File: config.mk
export PLATFORM = sky130hd
export DESIGN_NAME = linear_probe_hash_table_top_flat
export DESIGN_NICKNAME = d
export VERILOG_FILES = /design/src/design/lpht_pkg.sv /design/src/design/lpht_if.sv /design/src/design/lpht_mod.sv /design/src/design/lpht_dp.sv /design/src/design/lpht_ctrl.sv /design/src/design/linear_probe_hash_table_top.sv /design/src/flat_wrapper.sv
export SDC_FILE = /design/constraint.sdc
export NUM_CORES = 1
export LEC_CHECK = 0
export ABC_CLOCK_PERIOD_IN_PS = 3700
export BUFFER_PORTS_ARGS = -buffer_cell sky130_fd_sc_hd__buf_2
export CAP_MARGIN = 20
export CORE_MARGIN = 2
export CORE_UTILIZATION = 55
export CTS_CLUSTER_DIAMETER = 40
export DETAILED_ROUTE_END_ITERATION = 7
export GPL_TIMING_DRIVEN = 0
export PLACE_DENSITY_LB_ADDON = 0.05
export SETUP_SLACK_MARGIN = 0.2
export SYNTH_ARGS = -nofsm -noshare
export SYNTH_HDL_FRONTEND = slang
export SYNTH_SLANG_ARGS = --single-unit
File: constraint.sdc
create_clock -name clk -period 3.7 [get_ports clk]
set_input_delay 0.74 -clock clk [delete_from_list [all_inputs] [get_ports clk]]
set_output_delay 0.74 -clock clk [all_outputs]
set_load 0.01 [all_outputs]
File: src/design/lpht_pkg.sv
// Shared types and constants for the linear-probe hash table.
// Used by the channel interfaces, controller, datapath and top level.
`default_nettype none

package lpht_pkg;

  // Fixed field widths of the request and response beats
  localparam int KIND_W        = 2;
  localparam int KEY_FIELD_W   = 16;
  localparam int STATUS_W      = 3;
  localparam int SLOT_FIELD_W  = 4;
  localparam int TOTAL_FIELD_W = 5;

  // Request kinds; the fourth code is unused and answers not found
  localparam logic [KIND_W-1:0] KIND_INSERT = 2'd0;
  localparam logic [KIND_W-1:0] KIND_DELETE = 2'd1;
  localparam logic [KIND_W-1:0] KIND_SEARCH = 2'd2;

  typedef enum logic [STATUS_W-1:0] {
    ST_INSERTED  = 3'd0,
    ST_PRESENT   = 3'd1,
    ST_FULL      = 3'd2,
    ST_DELETED   = 3'd3,
    ST_NOT_FOUND = 3'd4,
    ST_FOUND     = 3'd5
  } status_t;

  // Datapath operation issued by the controller each cycle
  typedef enum logic [3:0] {
    DP_NOP,
    DP_CLR_WRITE,  // write an empty entry at ptr, advance ptr
    DP_LATCH,      // capture request, start home computation
    DP_PROBE_INIT, // ptr = home, probe count = 0
    DP_READ,       // read entry at ptr
    DP_READ_NX,    // read entry at walk pointer
    DP_STEP,       // advance ptr, count the probe
    DP_WRITE_KEY,  // store request key at ptr, count up
    DP_DEL,        // empty entry at ptr, remember it, start walk
    DP_MOD_MOVED,  // capture walked key, start its home computation
    DP_NX_STEP,    // advance walk pointer
    DP_EVICT,      // empty entry at walk pointer, ptr = home of moved key
    DP_PLACE       // store moved key at ptr, advance walk pointer
  } dp_op_t;

  typedef enum logic [1:0] {
    SLOT_ZERO,
    SLOT_PTR
  } slot_sel_t;

  typedef enum logic [3:0] {
    S_CLEAR,
    S_IDLE,
    S_HOME,
    S_FIND_RD,
    S_FIND_CHK,
    S_WALK_RD,
    S_WALK_CHK,
    S_MOVE_HOME,
    S_PLACE_RD,
    S_PLACE_CHK,
    S_FINISH
  } state_t;

  typedef struct packed {
    dp_op_t    op;
    logic      set_res;
    status_t   res_code;
    slot_sel_t slot_sel;
    logic      out_load;
  } dp_cmd_t;

  typedef struct packed {
    logic              mod_done;
    logic              home_eq_nx;
    logic              rd_valid;
    logic              rd_match;
    logic              probe_last;
    logic              nx_is_s;
    logic              full;
    logic              clr_last;
    logic              out_busy;
    logic [KIND_W-1:0] kind;
  } dp_stat_t;

endpackage

`default_nettype wire

File: src/design/lpht_if.sv
// Request and response channel interfaces, valid/ready handshake.
// Field widths come from lpht_pkg.
`default_nettype none

interface lpht_req_if;
  logic                            valid;
  logic                            ready;
  logic [lpht_pkg::KIND_W-1:0]     kind;
  logic [lpht_pkg::KEY_FIELD_W-1:0] key;

  modport source (output valid, output kind, output key, input ready);
  modport sink   (input valid, input kind, input key, output ready);
endinterface

interface lpht_rsp_if;
  logic                              valid;
  logic                              ready;
  logic [lpht_pkg::STATUS_W-1:0]     status;
  logic [lpht_pkg::SLOT_FIELD_W-1:0] slot_index;
  logic [lpht_pkg::TOTAL_FIELD_W-1:0] entry_total;

  modport source (output valid, output status, output slot_index, output entry_total,
                  input ready);
  modport sink   (input valid, input status, input slot_index, input entry_total,
                  output ready);
endinterface

`default_nettype wire

File: src/design/lpht_mod.sv
// Home slot unit: key modulo TABLE_SIZE by reciprocal multiplication.
// Operand, product, raw and final remainder registers; the datapath uses it.
`default_nettype none

module lpht_mod #(
  parameter int KEY_BITS   = 16,
  parameter int TABLE_SIZE = 16,
  localparam int IDX_W     = $clog2(TABLE_SIZE)
) (
  input  wire logic                clk,
  input  wire logic                rst_n,
  input  wire logic                start,
  input  wire logic [KEY_BITS-1:0] operand,
  output logic                     done,
  output logic [IDX_W-1:0]         rem
);

  // Stored keys never carry more bits than the request field
  localparam int XW = lpht_pkg::KEY_FIELD_W;
  localparam int PW = 2 * XW;
  localparam logic [XW-1:0] RECIP   = XW'((1 << XW) / TABLE_SIZE);
  localparam logic [XW-1:0] MODULUS = XW'(TABLE_SIZE);
  localparam logic [1:0]    STAGES  = 2'd3;

  logic [KEY_BITS+XW-1:0] op_ext;
  logic [XW-1:0]          x_r, x_nxt;
  logic [PW-1:0]          prod_r, prod_nxt;
  logic [PW-1:0]          qm;
  logic [XW-1:0]          raw_r, raw_nxt;
  logic [XW-1:0]          fix;
  logic [IDX_W-1:0]       rem_r, rem_nxt;
  logic [1:0]             left_r, left_nxt;

  assign op_ext = {{XW{1'b0}}, operand};

  // Estimate the quotient low by at most one, take the remainder, correct once
  always_comb begin
    x_nxt    = start ? op_ext[XW-1:0] : x_r;
    prod_nxt = PW'(x_r) * PW'(RECIP);
    qm       = PW'(prod_r[PW-1:XW]) * PW'(MODULUS);
    raw_nxt  = x_r - qm[XW-1:0];
    fix      = (raw_r >= MODULUS) ? (raw_r - MODULUS) : raw_r;
    rem_nxt  = fix[IDX_W-1:0];
  end

  // Count the stages until the remainder settles
  always_comb begin
    left_nxt = left_r;
    if (start) begin
      left_nxt = STAGES;
    end else if (left_r != '0) begin
      left_nxt = left_r - 1'b1;
    end
  end

  always_ff @(posedge clk) begin
    if (!rst_n) begin
      left_r <= '0;
    end else begin
      left_r <= left_nxt;
    end
    x_r    <= x_nxt;
    prod_r <= prod_nxt;
    raw_r  <= raw_nxt;
    rem_r  <= rem_nxt;
  end

  assign done = (left_r == '0);
  assign rem  = rem_r;

endmodule

`default_nettype wire

File: src/design/lpht_dp.sv
// Datapath: slot memory, probe and walk pointers, entry count, result register.
// Depends on lpht_pkg, lpht_if and lpht_mod; driven by lpht_ctrl commands.
`default_nettype none

module lpht_dp #(
  parameter int TABLE_SIZE = 16,
  parameter int KEY_BITS   = 16,
  localparam int IDX_W     = $clog2(TABLE_SIZE),
  localparam int CNT_W     = $clog2(TABLE_SIZE + 1)
) (
  input  wire logic                                 clk,
  input  wire logic                                 rst_n,
  input  wire logic [lpht_pkg::KIND_W-1:0]          in_kind,
  input  wire logic [lpht_pkg::KEY_FIELD_W-1:0]     in_key,
  input  wire lpht_pkg::dp_cmd_t                    cmd,
  output lpht_pkg::dp_stat_t                        stat,
  lpht_rsp_if.source                                out_rsp
);

  localparam logic [IDX_W-1:0] LAST_SLOT = IDX_W'(TABLE_SIZE - 1);

  // Request key masked or widened to KEY_BITS
  logic [KEY_BITS+lpht_pkg::KEY_FIELD_W-1:0] key_ext;
  logic [KEY_BITS-1:0]                       in_key_m;
  assign key_ext  = {{KEY_BITS{1'b0}}, in_key};
  assign in_key_m = key_ext[KEY_BITS-1:0];

  logic [lpht_pkg::KIND_W-1:0] kind_r, kind_nxt;
  logic [KEY_BITS-1:0]         key_r, key_nxt;
  logic [KEY_BITS-1:0]         moved_r, moved_nxt;
  logic [IDX_W-1:0]            ptr_r, ptr_nxt;
  logic [IDX_W-1:0]            nx_r, nx_nxt;
  logic [IDX_W-1:0]            s_r, s_nxt;
  logic [IDX_W-1:0]            n_r, n_nxt;
  logic [CNT_W-1:0]            cnt_r, cnt_nxt;
  lpht_pkg::status_t           res_code_r, res_code_nxt;
  logic [IDX_W-1:0]            res_slot_r, res_slot_nxt;

  logic [IDX_W-1:0] ptr_inc;
  logic [IDX_W-1:0] nx_inc;
  assign ptr_inc = (ptr_r == LAST_SLOT) ? '0 : ptr_r + 1'b1;
  assign nx_inc  = (nx_r == LAST_SLOT) ? '0 : nx_r + 1'b1;

  // Slot memory: {valid, key} per entry, registered read
  logic [KEY_BITS:0]   mem [TABLE_SIZE];
  logic [KEY_BITS:0]   rd_r;
  logic                mem_we;
  logic [IDX_W-1:0]    mem_waddr;
  logic [KEY_BITS:0]   mem_wdata;
  logic                mem_re;
  logic [IDX_W-1:0]    mem_raddr;
  logic                rd_valid;
  logic [KEY_BITS-1:0] rd_key;
  assign rd_valid = rd_r[KEY_BITS];
  assign rd_key   = rd_r[KEY_BITS-1:0];

  // Home slot unit
  logic                mod_start;
  logic [KEY_BITS-1:0] mod_operand;
  logic                mod_done;
  logic [IDX_W-1:0]    home;

  lpht_mod #(
    .KEY_BITS   (KEY_BITS),
    .TABLE_SIZE (TABLE_SIZE)
  ) u_mod (
    .clk     (clk),
    .rst_n   (rst_n),
    .start   (mod_start),
    .operand (mod_operand),
    .done    (mod_done),
    .rem     (home)
  );

  // Decode the operation into register and memory updates
  always_comb begin
    kind_nxt    = kind_r;
    key_nxt     = key_r;
    moved_nxt   = moved_r;
    ptr_nxt     = ptr_r;
    nx_nxt      = nx_r;
    s_nxt       = s_r;
    n_nxt       = n_r;
    cnt_nxt     = cnt_r;
    mem_we      = 1'b0;
    mem_waddr   = ptr_r;
    mem_wdata   = {1'b0, key_r};
    mem_re      = 1'b0;
    mem_raddr   = ptr_r;
    mod_start   = 1'b0;
    mod_operand = in_key_m;
    unique case (cmd.op)
      lpht_pkg::DP_NOP: begin
      end
      lpht_pkg::DP_CLR_WRITE: begin
        mem_we    = 1'b1;
        mem_wdata = '0;
        ptr_nxt   = ptr_inc;
      end
      lpht_pkg::DP_LATCH: begin
        kind_nxt  = in_kind;
        key_nxt   = in_key_m;
        mod_start = 1'b1;
      end
      lpht_pkg::DP_PROBE_INIT: begin
        ptr_nxt = home;
        n_nxt   = '0;
      end
      lpht_pkg::DP_READ: begin
        mem_re = 1'b1;
      end
      lpht_pkg::DP_READ_NX: begin
        mem_re    = 1'b1;
        mem_raddr = nx_r;
      end
      lpht_pkg::DP_STEP: begin
        ptr_nxt = ptr_inc;
        n_nxt   = n_r + 1'b1;
      end
      lpht_pkg::DP_WRITE_KEY: begin
        mem_we    = 1'b1;
        mem_wdata = {1'b1, key_r};
        cnt_nxt   = cnt_r + 1'b1;
      end
      lpht_pkg::DP_DEL: begin
        mem_we    = 1'b1;
        mem_wdata = '0;
        s_nxt     = ptr_r;
        nx_nxt    = ptr_inc;
        cnt_nxt   = cnt_r - 1'b1;
      end
      lpht_pkg::DP_MOD_MOVED: begin
        moved_nxt   = rd_key;
        mod_start   = 1'b1;
        mod_operand = rd_key;
      end
      lpht_pkg::DP_NX_STEP: begin
        nx_nxt = nx_inc;
      end
      lpht_pkg::DP_EVICT: begin
        mem_we    = 1'b1;
        mem_waddr = nx_r;
        mem_wdata = '0;
        ptr_nxt   = home;
      end
      lpht_pkg::DP_PLACE: begin
        mem_we    = 1'b1;
        mem_wdata = {1'b1, moved_r};
        nx_nxt    = nx_inc;
      end
      default: begin
      end
    endcase
  end

  always_ff @(posedge clk) begin
    if (mem_we) begin
      mem[mem_waddr] <= mem_wdata;
    end
    if (mem_re) begin
      rd_r <= mem[mem_raddr];
    end
  end

  // Capture the result code and slot for the pending beat
  always_comb begin
    res_code_nxt = res_code_r;
    res_slot_nxt = res_slot_r;
    if (cmd.set_res) begin
      res_code_nxt = cmd.res_code;
      unique case (cmd.slot_sel)
        lpht_pkg::SLOT_PTR:  res_slot_nxt = ptr_r;
        lpht_pkg::SLOT_ZERO: res_slot_nxt = '0;
        default:             res_slot_nxt = '0;
      endcase
    end
  end

  always_ff @(posedge clk) begin
    if (!rst_n) begin
      ptr_r <= '0;
      cnt_r <= '0;
    end else begin
      ptr_r <= ptr_nxt;
      cnt_r <= cnt_nxt;
    end
    kind_r     <= kind_nxt;
    key_r      <= key_nxt;
    moved_r    <= moved_nxt;
    nx_r       <= nx_nxt;
    s_r        <= s_nxt;
    n_r        <= n_nxt;
    res_code_r <= res_code_nxt;
    res_slot_r <= res_slot_nxt;
  end

  // Output register: holds a finished beat while the sink stalls
  logic                                  out_valid_r, out_valid_nxt;
  logic [lpht_pkg::STATUS_W-1:0]         out_status_r;
  logic [lpht_pkg::SLOT_FIELD_W-1:0]     out_slot_r;
  logic [lpht_pkg::TOTAL_FIELD_W-1:0]    out_total_r;
  logic [IDX_W+lpht_pkg::SLOT_FIELD_W-1:0]  slot_ext;
  logic [CNT_W+lpht_pkg::TOTAL_FIELD_W-1:0] total_ext;

  assign slot_ext  = {{lpht_pkg::SLOT_FIELD_W{1'b0}}, res_slot_r};
  assign total_ext = {{lpht_pkg::TOTAL_FIELD_W{1'b0}}, cnt_r};

  always_comb begin
    out_valid_nxt = out_valid_r;
    if (cmd.out_load) begin
      out_valid_nxt = 1'b1;
    end else if (out_rsp.ready) begin
      out_valid_nxt = 1'b0;
    end
  end

  always_ff @(posedge clk) begin
    if (!rst_n) begin
      out_valid_r <= 1'b0;
    end else begin
      out_valid_r <= out_valid_nxt;
    end
    if (cmd.out_load) begin
      out_status_r <= res_code_r;
      out_slot_r   <= slot_ext[lpht_pkg::SLOT_FIELD_W-1:0];
      out_total_r  <= total_ext[lpht_pkg::TOTAL_FIELD_W-1:0];
    end
  end

  assign out_rsp.valid       = out_valid_r;
  assign out_rsp.status      = out_status_r;
  assign out_rsp.slot_index  = out_slot_r;
  assign out_rsp.entry_total = out_total_r;

  // Status back to the controller
  always_comb begin
    stat.mod_done   = mod_done;
    stat.home_eq_nx = (home == nx_r);
    stat.rd_valid   = rd_valid;
    stat.rd_match   = (rd_key == key_r);
    stat.probe_last = (n_r == LAST_SLOT);
    stat.nx_is_s    = (nx_r == s_r);
    stat.full       = (cnt_r == CNT_W'(TABLE_SIZE));
    stat.clr_last   = (ptr_r == LAST_SLOT);
    stat.out_busy   = out_valid_r && !out_rsp.ready;
    stat.kind       = kind_r;
  end

endmodule

`default_nettype wire

File: src/design/lpht_ctrl.sv
// Controller state machine: sequences clearing, probing and the delete walk.
// Depends on lpht_pkg; commands the datapath through dp_cmd_t / dp_stat_t.
`default_nettype none

module lpht_ctrl (
  input  wire logic               clk,
  input  wire logic               rst_n,
  input  wire logic               in_valid,
  output logic                    in_ready,
  input  wire lpht_pkg::dp_stat_t stat,
  output lpht_pkg::dp_cmd_t       cmd
);

  lpht_pkg::state_t state_r, state_nxt;

  logic is_ins;
  logic is_del;
  logic is_srch;
  assign is_ins  = (stat.kind == lpht_pkg::KIND_INSERT);
  assign is_del  = (stat.kind == lpht_pkg::KIND_DELETE);
  assign is_srch = (stat.kind == lpht_pkg::KIND_SEARCH);

  // Next state
  always_comb begin
    state_nxt = state_r;
    unique case (state_r)
      lpht_pkg::S_CLEAR: begin
        if (stat.clr_last) state_nxt = lpht_pkg::S_IDLE;
      end
      lpht_pkg::S_IDLE: begin
        if (in_valid) state_nxt = lpht_pkg::S_HOME;
      end
      lpht_pkg::S_HOME: begin
        if (stat.mod_done) begin
          priority if (is_ins && stat.full)         state_nxt = lpht_pkg::S_FINISH;
          else if (is_ins || is_del || is_srch)     state_nxt = lpht_pkg::S_FIND_RD;
          else                                      state_nxt = lpht_pkg::S_FINISH;
        end
      end
      lpht_pkg::S_FIND_RD: state_nxt = lpht_pkg::S_FIND_CHK;
      lpht_pkg::S_FIND_CHK: begin
        priority if (!stat.rd_valid)        state_nxt = lpht_pkg::S_FINISH;
        else if (stat.rd_match && is_del)   state_nxt = lpht_pkg::S_WALK_RD;
        else if (stat.rd_match)             state_nxt = lpht_pkg::S_FINISH;
        else if (stat.probe_last)           state_nxt = lpht_pkg::S_FINISH;
        else                                state_nxt = lpht_pkg::S_FIND_RD;
      end
      lpht_pkg::S_WALK_RD: begin
        state_nxt = stat.nx_is_s ? lpht_pkg::S_FINISH : lpht_pkg::S_WALK_CHK;
      end
      lpht_pkg::S_WALK_CHK: begin
        state_nxt = stat.rd_valid ? lpht_pkg::S_MOVE_HOME : lpht_pkg::S_FINISH;
      end
      lpht_pkg::S_MOVE_HOME: begin
        if (stat.mod_done) begin
          state_nxt = stat.home_eq_nx ? lpht_pkg::S_WALK_RD : lpht_pkg::S_PLACE_RD;
        end
      end
      lpht_pkg::S_PLACE_RD: state_nxt = lpht_pkg::S_PLACE_CHK;
      lpht_pkg::S_PLACE_CHK: begin
        state_nxt = stat.rd_valid ? lpht_pkg::S_PLACE_RD : lpht_pkg::S_WALK_RD;
      end
      lpht_pkg::S_FINISH: begin
        if (!stat.out_busy) state_nxt = lpht_pkg::S_IDLE;
      end
      default: state_nxt = lpht_pkg::S_IDLE;
    endcase
  end

  // Outputs
  always_comb begin
    in_ready     = 1'b0;
    cmd.op       = lpht_pkg::DP_NOP;
    cmd.set_res  = 1'b0;
    cmd.res_code = lpht_pkg::ST_NOT_FOUND;
    cmd.slot_sel = lpht_pkg::SLOT_ZERO;
    cmd.out_load = 1'b0;
    unique case (state_r)
      lpht_pkg::S_CLEAR: cmd.op = lpht_pkg::DP_CLR_WRITE;
      lpht_pkg::S_IDLE: begin
        in_ready = 1'b1;
        if (in_valid) cmd.op = lpht_pkg::DP_LATCH;
      end
      lpht_pkg::S_HOME: begin
        if (stat.mod_done) begin
          priority if (is_ins && stat.full) begin
            cmd.set_res  = 1'b1;
            cmd.res_code = lpht_pkg::ST_FULL;
          end else if (is_ins || is_del || is_srch) begin
            cmd.op = lpht_pkg::DP_PROBE_INIT;
          end else begin
            // unused kind code: no change
            cmd.set_res  = 1'b1;
            cmd.res_code = lpht_pkg::ST_NOT_FOUND;
          end
        end
      end
      lpht_pkg::S_FIND_RD: cmd.op = lpht_pkg::DP_READ;
      lpht_pkg::S_FIND_CHK: begin
        priority if (!stat.rd_valid) begin
          // empty slot ends the probe; insert takes it
          cmd.set_res = 1'b1;
          if (is_ins) begin
            cmd.op       = lpht_pkg::DP_WRITE_KEY;
            cmd.res_code = lpht_pkg::ST_INSERTED;
            cmd.slot_sel = lpht_pkg::SLOT_PTR;
          end
        end else if (stat.rd_match) begin
          cmd.set_res  = 1'b1;
          cmd.slot_sel = lpht_pkg::SLOT_PTR;
          priority if (is_del) begin
            cmd.op       = lpht_pkg::DP_DEL;
            cmd.res_code = lpht_pkg::ST_DELETED;
          end else if (is_ins) begin
            cmd.res_code = lpht_pkg::ST_PRESENT;
          end else begin
            cmd.res_code = lpht_pkg::ST_FOUND;
          end
        end else if (stat.probe_last) begin
          cmd.set_res  = 1'b1;
          cmd.res_code = is_ins ? lpht_pkg::ST_FULL : lpht_pkg::ST_NOT_FOUND;
        end else begin
          cmd.op = lpht_pkg::DP_STEP;
        end
      end
      lpht_pkg::S_WALK_RD: begin
        if (!stat.nx_is_s) cmd.op = lpht_pkg::DP_READ_NX;
      end
      lpht_pkg::S_WALK_CHK: begin
        if (stat.rd_valid) cmd.op = lpht_pkg::DP_MOD_MOVED;
      end
      lpht_pkg::S_MOVE_HOME: begin
        if (stat.mod_done) begin
          cmd.op = stat.home_eq_nx ? lpht_pkg::DP_NX_STEP : lpht_pkg::DP_EVICT;
        end
      end
      lpht_pkg::S_PLACE_RD: cmd.op = lpht_pkg::DP_READ;
      lpht_pkg::S_PLACE_CHK: begin
        cmd.op = stat.rd_valid ? lpht_pkg::DP_STEP : lpht_pkg::DP_PLACE;
      end
      lpht_pkg::S_FINISH: begin
        if (!stat.out_busy) cmd.out_load = 1'b1;
      end
      default: begin
      end
    endcase
  end

  always_ff @(posedge clk) begin
    if (!rst_n) begin
      state_r <= lpht_pkg::S_CLEAR;
    end else begin
      state_r <= state_nxt;
    end
  end

endmodule

`default_nettype wire

File: src/design/linear_probe_hash_table_top.sv
// Top level of the linear-probe hash table: controller plus datapath.
// Depends on lpht_pkg, lpht_if, lpht_ctrl and lpht_dp.
`default_nettype none

// Open-addressing hash table with linear probing over TABLE_SIZE slots of
// KEY_BITS-bit keys; the home slot is key modulo TABLE_SIZE. Each request
// beat (insert, delete, search) returns exactly one response beat. After
// reset a clearing pass empties the slot memory, with in_req.ready low. One
// request is worked at a time. The home slot comes from a reciprocal-multiply
// remainder unit with operand, product, raw remainder and remainder
// registers, and each probe is a read, then a check, on the slot memory. A
// full-table insert or the unused kind code answers without probing. A
// delete additionally walks the cluster behind the freed slot: each walked
// entry is read, checked and its home computed; when it is moved, its new
// slot is found by probing from that home, and the walk ends on the freed
// or an empty slot. A response beat waiting in the output register does
// not block the next request.
module linear_probe_hash_table_top #(
  parameter int TABLE_SIZE = 16,
  parameter int KEY_BITS   = 16
) (
  input wire logic   clk,
  input wire logic   rst_n,
  lpht_req_if.sink   in_req,
  lpht_rsp_if.source out_rsp
);

  lpht_pkg::dp_cmd_t  cmd;
  lpht_pkg::dp_stat_t stat;
  logic               in_ready;

  assign in_req.ready = in_ready;

  lpht_ctrl u_ctrl (
    .clk      (clk),
    .rst_n    (rst_n),
    .in_valid (in_req.valid),
    .in_ready (in_ready),
    .stat     (stat),
    .cmd      (cmd)
  );

  lpht_dp #(
    .TABLE_SIZE (TABLE_SIZE),
    .KEY_BITS   (KEY_BITS)
  ) u_dp (
    .clk     (clk),
    .rst_n   (rst_n),
    .in_kind (in_req.kind),
    .in_key  (in_req.key),
    .cmd     (cmd),
    .stat    (stat),
    .out_rsp (out_rsp)
  );

endmodule

`default_nettype wire
File: src/flat_wrapper.sv
// flat-port wrapper written by rule: the top's interface ports become plain ports
module linear_probe_hash_table_top_flat 
#(
  parameter int TABLE_SIZE = 16,
  parameter int KEY_BITS   = 16
)
  (clk, rst_n, in_req_valid, in_req_kind, in_req_key, in_req_ready, out_rsp_valid, out_rsp_status, out_rsp_slot_index, out_rsp_entry_total, out_rsp_ready);
  lpht_req_if in_req_i ();
  lpht_rsp_if out_rsp_i ();
  input wire logic clk;
  input wire logic rst_n;
  input wire logic [$bits(in_req_i.valid)-1:0] in_req_valid;
  input wire logic [$bits(in_req_i.kind)-1:0] in_req_kind;
  input wire logic [$bits(in_req_i.key)-1:0] in_req_key;
  output wire logic [$bits(in_req_i.ready)-1:0] in_req_ready;
  output wire logic [$bits(out_rsp_i.valid)-1:0] out_rsp_valid;
  output wire logic [$bits(out_rsp_i.status)-1:0] out_rsp_status;
  output wire logic [$bits(out_rsp_i.slot_index)-1:0] out_rsp_slot_index;
  output wire logic [$bits(out_rsp_i.entry_total)-1:0] out_rsp_entry_total;
  input wire logic [$bits(out_rsp_i.ready)-1:0] out_rsp_ready;
  assign in_req_i.valid = in_req_valid;
  assign in_req_i.kind = in_req_kind;
  assign in_req_i.key = in_req_key;
  assign in_req_ready = in_req_i.ready;
  assign out_rsp_valid = out_rsp_i.valid;
  assign out_rsp_status = out_rsp_i.status;
  assign out_rsp_slot_index = out_rsp_i.slot_index;
  assign out_rsp_entry_total = out_rsp_i.entry_total;
  assign out_rsp_i.ready = out_rsp_ready;
  linear_probe_hash_table_top #(.TABLE_SIZE(TABLE_SIZE), .KEY_BITS(KEY_BITS)) u_core (.clk(clk), .rst_n(rst_n), .in_req(in_req_i), .out_rsp(out_rsp_i));
endmodule
==> metrics.yaml <==
drt_iter0_drc: 1116
final_util_pct: 67.5
cts_root_buf: "clkbuf_16"
synth_top_family_by_area: "multiplexers"
max-cap-violations: 0
antenna_left: 0
ys.flop_type: "edfxtp_1"
status: "finished, final reports clean"
antennaDiodeCount: 0
yosysMostFrequentCell: "edfxtp_1"
async_flop_share_pct: 0
wl_mm: 38.7
fin_nets: 1114
die_w_um: 172
p_leak_nw: 7.42
crit_start: "u_core.u_dp.u_mod.left_r[0]$_SDFFE_PN0P_"
syn_nets: 989
ys_ff_latch: 382
routabilityCongestion: 0.877
ios: 36
path_class: "reg -> reg"
power_switching_mw: 2.17
p_seq_share_pct: 48.5
grt-ovfl-total: 0
drcViolationCount: 0
p_comb_share_pct: 6.3
clk_pin_slew_ps: 60
final_period_minus_worst_setup_slack_ps: 3460
fp.dieArea_sq_mm: 0.0297
dp_hpwl_mm: 25.6
synth_compound_area_share_pct: 6.92
tns_ps: 0
cts_made_buffers: 48
synth_edf_count: 358
drive_gt1_share_pct: 22.0
viasPerCell: 6.03
crit_fanout: 11
fmax_ghz: 0.289
grt_start_max_net_pins: 21
synth_top_cell_area_share_pct: 69.0
synth_cells: 959
r2r_slack_ps: 240
critPathBufInv: 4
syn_area_sq_mm: 0.0156
antenna_found_initial: 0
vias: 9032
hp-start: "u_core.u_dp.u_mod.raw_r[2]$_DFF_P_"
yosysTopAreaCell: "edfxtp_1"
ir_drop_mv: 0.385
grt_pass1_vias: 8725
first_pass_iters: 5
finClkSkew_ps: 16.5
maxSlewViolCount: 0
rsz0062_at_grt: "yes"
synth_commonest_cells: "edfxtp_1 (358), mux2i_1 (151), o22ai_1 (69)"
pwr_density_cell_mw_per_mm2: 526
crit_path_end_kind: "flip-flop"
synth-xor-area-share_pct: 2.02
required_ps: 3950
start_util_pct: 55.9
cts_max_level: 2
dpl_worst_slack_ps: -658
clkPwrFrac_pct: 45.2
die_h_um: 172
p_sw_share_pct: 21.9
grt_pass1_wl_mm: 56.2
yosysSeqAreaShare_pct: 72.1
clock_sinks: 382
syn_area_per_cell_sq_um: 16.2
tightest_slew_ps: 1060
clock_path_buffers: 3
synth.area.mux_share_pct: 10.4
cts_tree: "yes"
finalHoldViolCount: 0
crit_slowest_cell: "clkbuf_1"
slew_headroom_pct: 28.3
max_stage_delay_ps: 480
synthSimpleGateAreaFrac_pct: 5.99
p_int_mw: 7.71
hold_path_class: "reg -> reg"
cp_cell_sequence: "inv_1, ha_1, clkbuf_1, nand4_1, nor2_1, clkbuf_1, nand3_1, o21ai_0, nand2_1, nor2_4, buf_16"
fin_hold_ws_ps: 326
core_sq_mm: 0.0279
grt_use_total_pct: 26.6
start_kind: "flip-flop"
yosys-top-cells-area: "edfxtp_1 (69%), mux2i_1 (9.7%), dfxtp_1 (3.1%)"
area_growth_pct: 20.6
synth.distinct_cells: 60
yosysWarnings: 0
min_period_over_period_pct: 93.5
num_rows: 61
setup_viol: 0
crit_top_cell: "clkbuf_1"
wl_per_cell_um: 25.8
critical_path_arrival_ps: 3710
setup_ws_ps: 240
critPathTopFamily: "simple AND/OR/NAND/NOR gates"
synth-adder-area-share_pct: 0.691
insertion_delay_ps: 550
portBuffers: 34
reg2reg_from: "u_core.u_dp.u_mod.left_r[0]$_SDFFE_PN0P_"
==> final timing paths <==
kind | end | cells after the start
worst max-delay path | u_core.u_dp.mem[15][8]$_DFFE_PP_ | 11
worst min register to register | u_core.u_dp.u_mod.rem[2]$_DFF_P_ | 0
worst min-delay path | u_core.u_dp.u_mod.rem[2]$_DFF_P_ | 0
worst max register to register | u_core.u_dp.mem[15][8]$_DFFE_PP_ | 11
==> metrics by stage <==
| stage | cell area, sq um | instances | power [mW] |
|---|---|---|---|
| CTS | 18500 | 1484 | 9.91 |
| global placement | 16200 | 1371 | 5.40 |
| finish | 18800 | 1498 | 9.88 |
| floorplan | 15600 | 959 | 5.22 |
| global route | 18800 | 1498 | 10.2 |
| detailed placement | 16600 | 1387 | 5.44 |
==> worst register-to-register path: stages (launching register included) <==
cell      delay [ps]
dfxtp_1          310
inv_1             60
ha_1             130
clkbuf_1         350
nand4_1          300
nor2_1           340
clkbuf_1         480
nand3_1          170
o21ai_0          200
nand2_1          330
nor2_4           300
buf_16           190
==> kinds of logic after synthesis <==
logic type,Yosys count
buf+inv,56
mux,160
fa+ha+maj,8
xor+xnor,35
simple gates,173
flops,382
compound gates,145
==> sequential cells by signal, indices dropped and copies added, names as in the netlist, 4 cells and up <==
register	count
u_core.u_dp.u_mod.rem	4
u_core.u_dp.s_r	4
u_core.u_dp.u_mod.raw_r	4
u_core.u_dp.key_r	16
u_core.u_dp.cnt_r	5
u_core.u_dp.ptr_r	4
u_core.u_dp.res_slot_r	4
u_core.u_dp.out_rsp.entry_total	5
u_core.u_dp.u_mod.x_r	4
u_core.u_dp.nx_r	4
u_core.u_dp.out_rsp.slot_index	4
u_core.u_ctrl.state_r	4
u_core.u_dp.n_r	4
u_core.u_dp.moved_r	16
u_core.u_dp.rd_r	17
u_core.u_dp.mem	272
==> metal layers <==
layer,routed length (um),global-route usage [%]
met2,18500,43.3
met4,928,6.98
met5,0,0
met3,2780,3.34
met1,16500,38.3
==> repair_timing <==
item                       CTS  global route
pin swaps                   11             6
hold buffers                 0             0
setup endpoints to repair  561           498
resized for setup           50            38
setup buffers               11            13
==> layout by cell type (no fill, tap or decap), types with 7 or more instances in the layout <==
cell type,n
o22ai_1,69
nor2_4,16
clkbuf_16,48
and2_1,11
a21oi_1,8
edfxtp_1,358
xnor2_1,7
mux2_2,9
nand3_1,10
buf_12,11
and3_1,7
inv_1,10
nand2_1,32
mux2i_1,150
nor4_1,8
xor2_1,25
nor3_1,11
buf_16,7
buf_4,25
or4_1,17
o21ai_0,14
clkbuf_1,22
nor2b_1,9
ha_1,7
dfxtp_1,24
buf_8,10
a22o_4,10
buf_2,38
nor2_1,23
buf_6,9
==> power by group through the flow <==
stage | combinational, mW | clock, mW | sequential (mW)
global placement | 0.525 | 0 | 4.88
detailed placement | 0.567 | 0 | 4.88
finish | 0.621 | 4.47 | 4.79
CTS | 0.599 | 4.53 | 4.79
global route | 0.656 | 4.71 | 4.79
floorplan | 0.348 | 0 | 4.87
==> cell type report <==
| class | instances | area (sq um) |
|---|---|---|
| clock inverter | 30 | 317 |
| inverter | 11 | 45.0 |
| fill | 1874 | 9060 |
| buffer | 45 | 318 |
| tap | 378 | 473 |
| timing repair buffer | 75 | 811 |
| clock buffer | 56 | 1230 |
| multi-input combinational | 521 | 4370 |
| sequential | 382 | 11200 |
No activity file was read; power rests on OpenSTA's default activity.
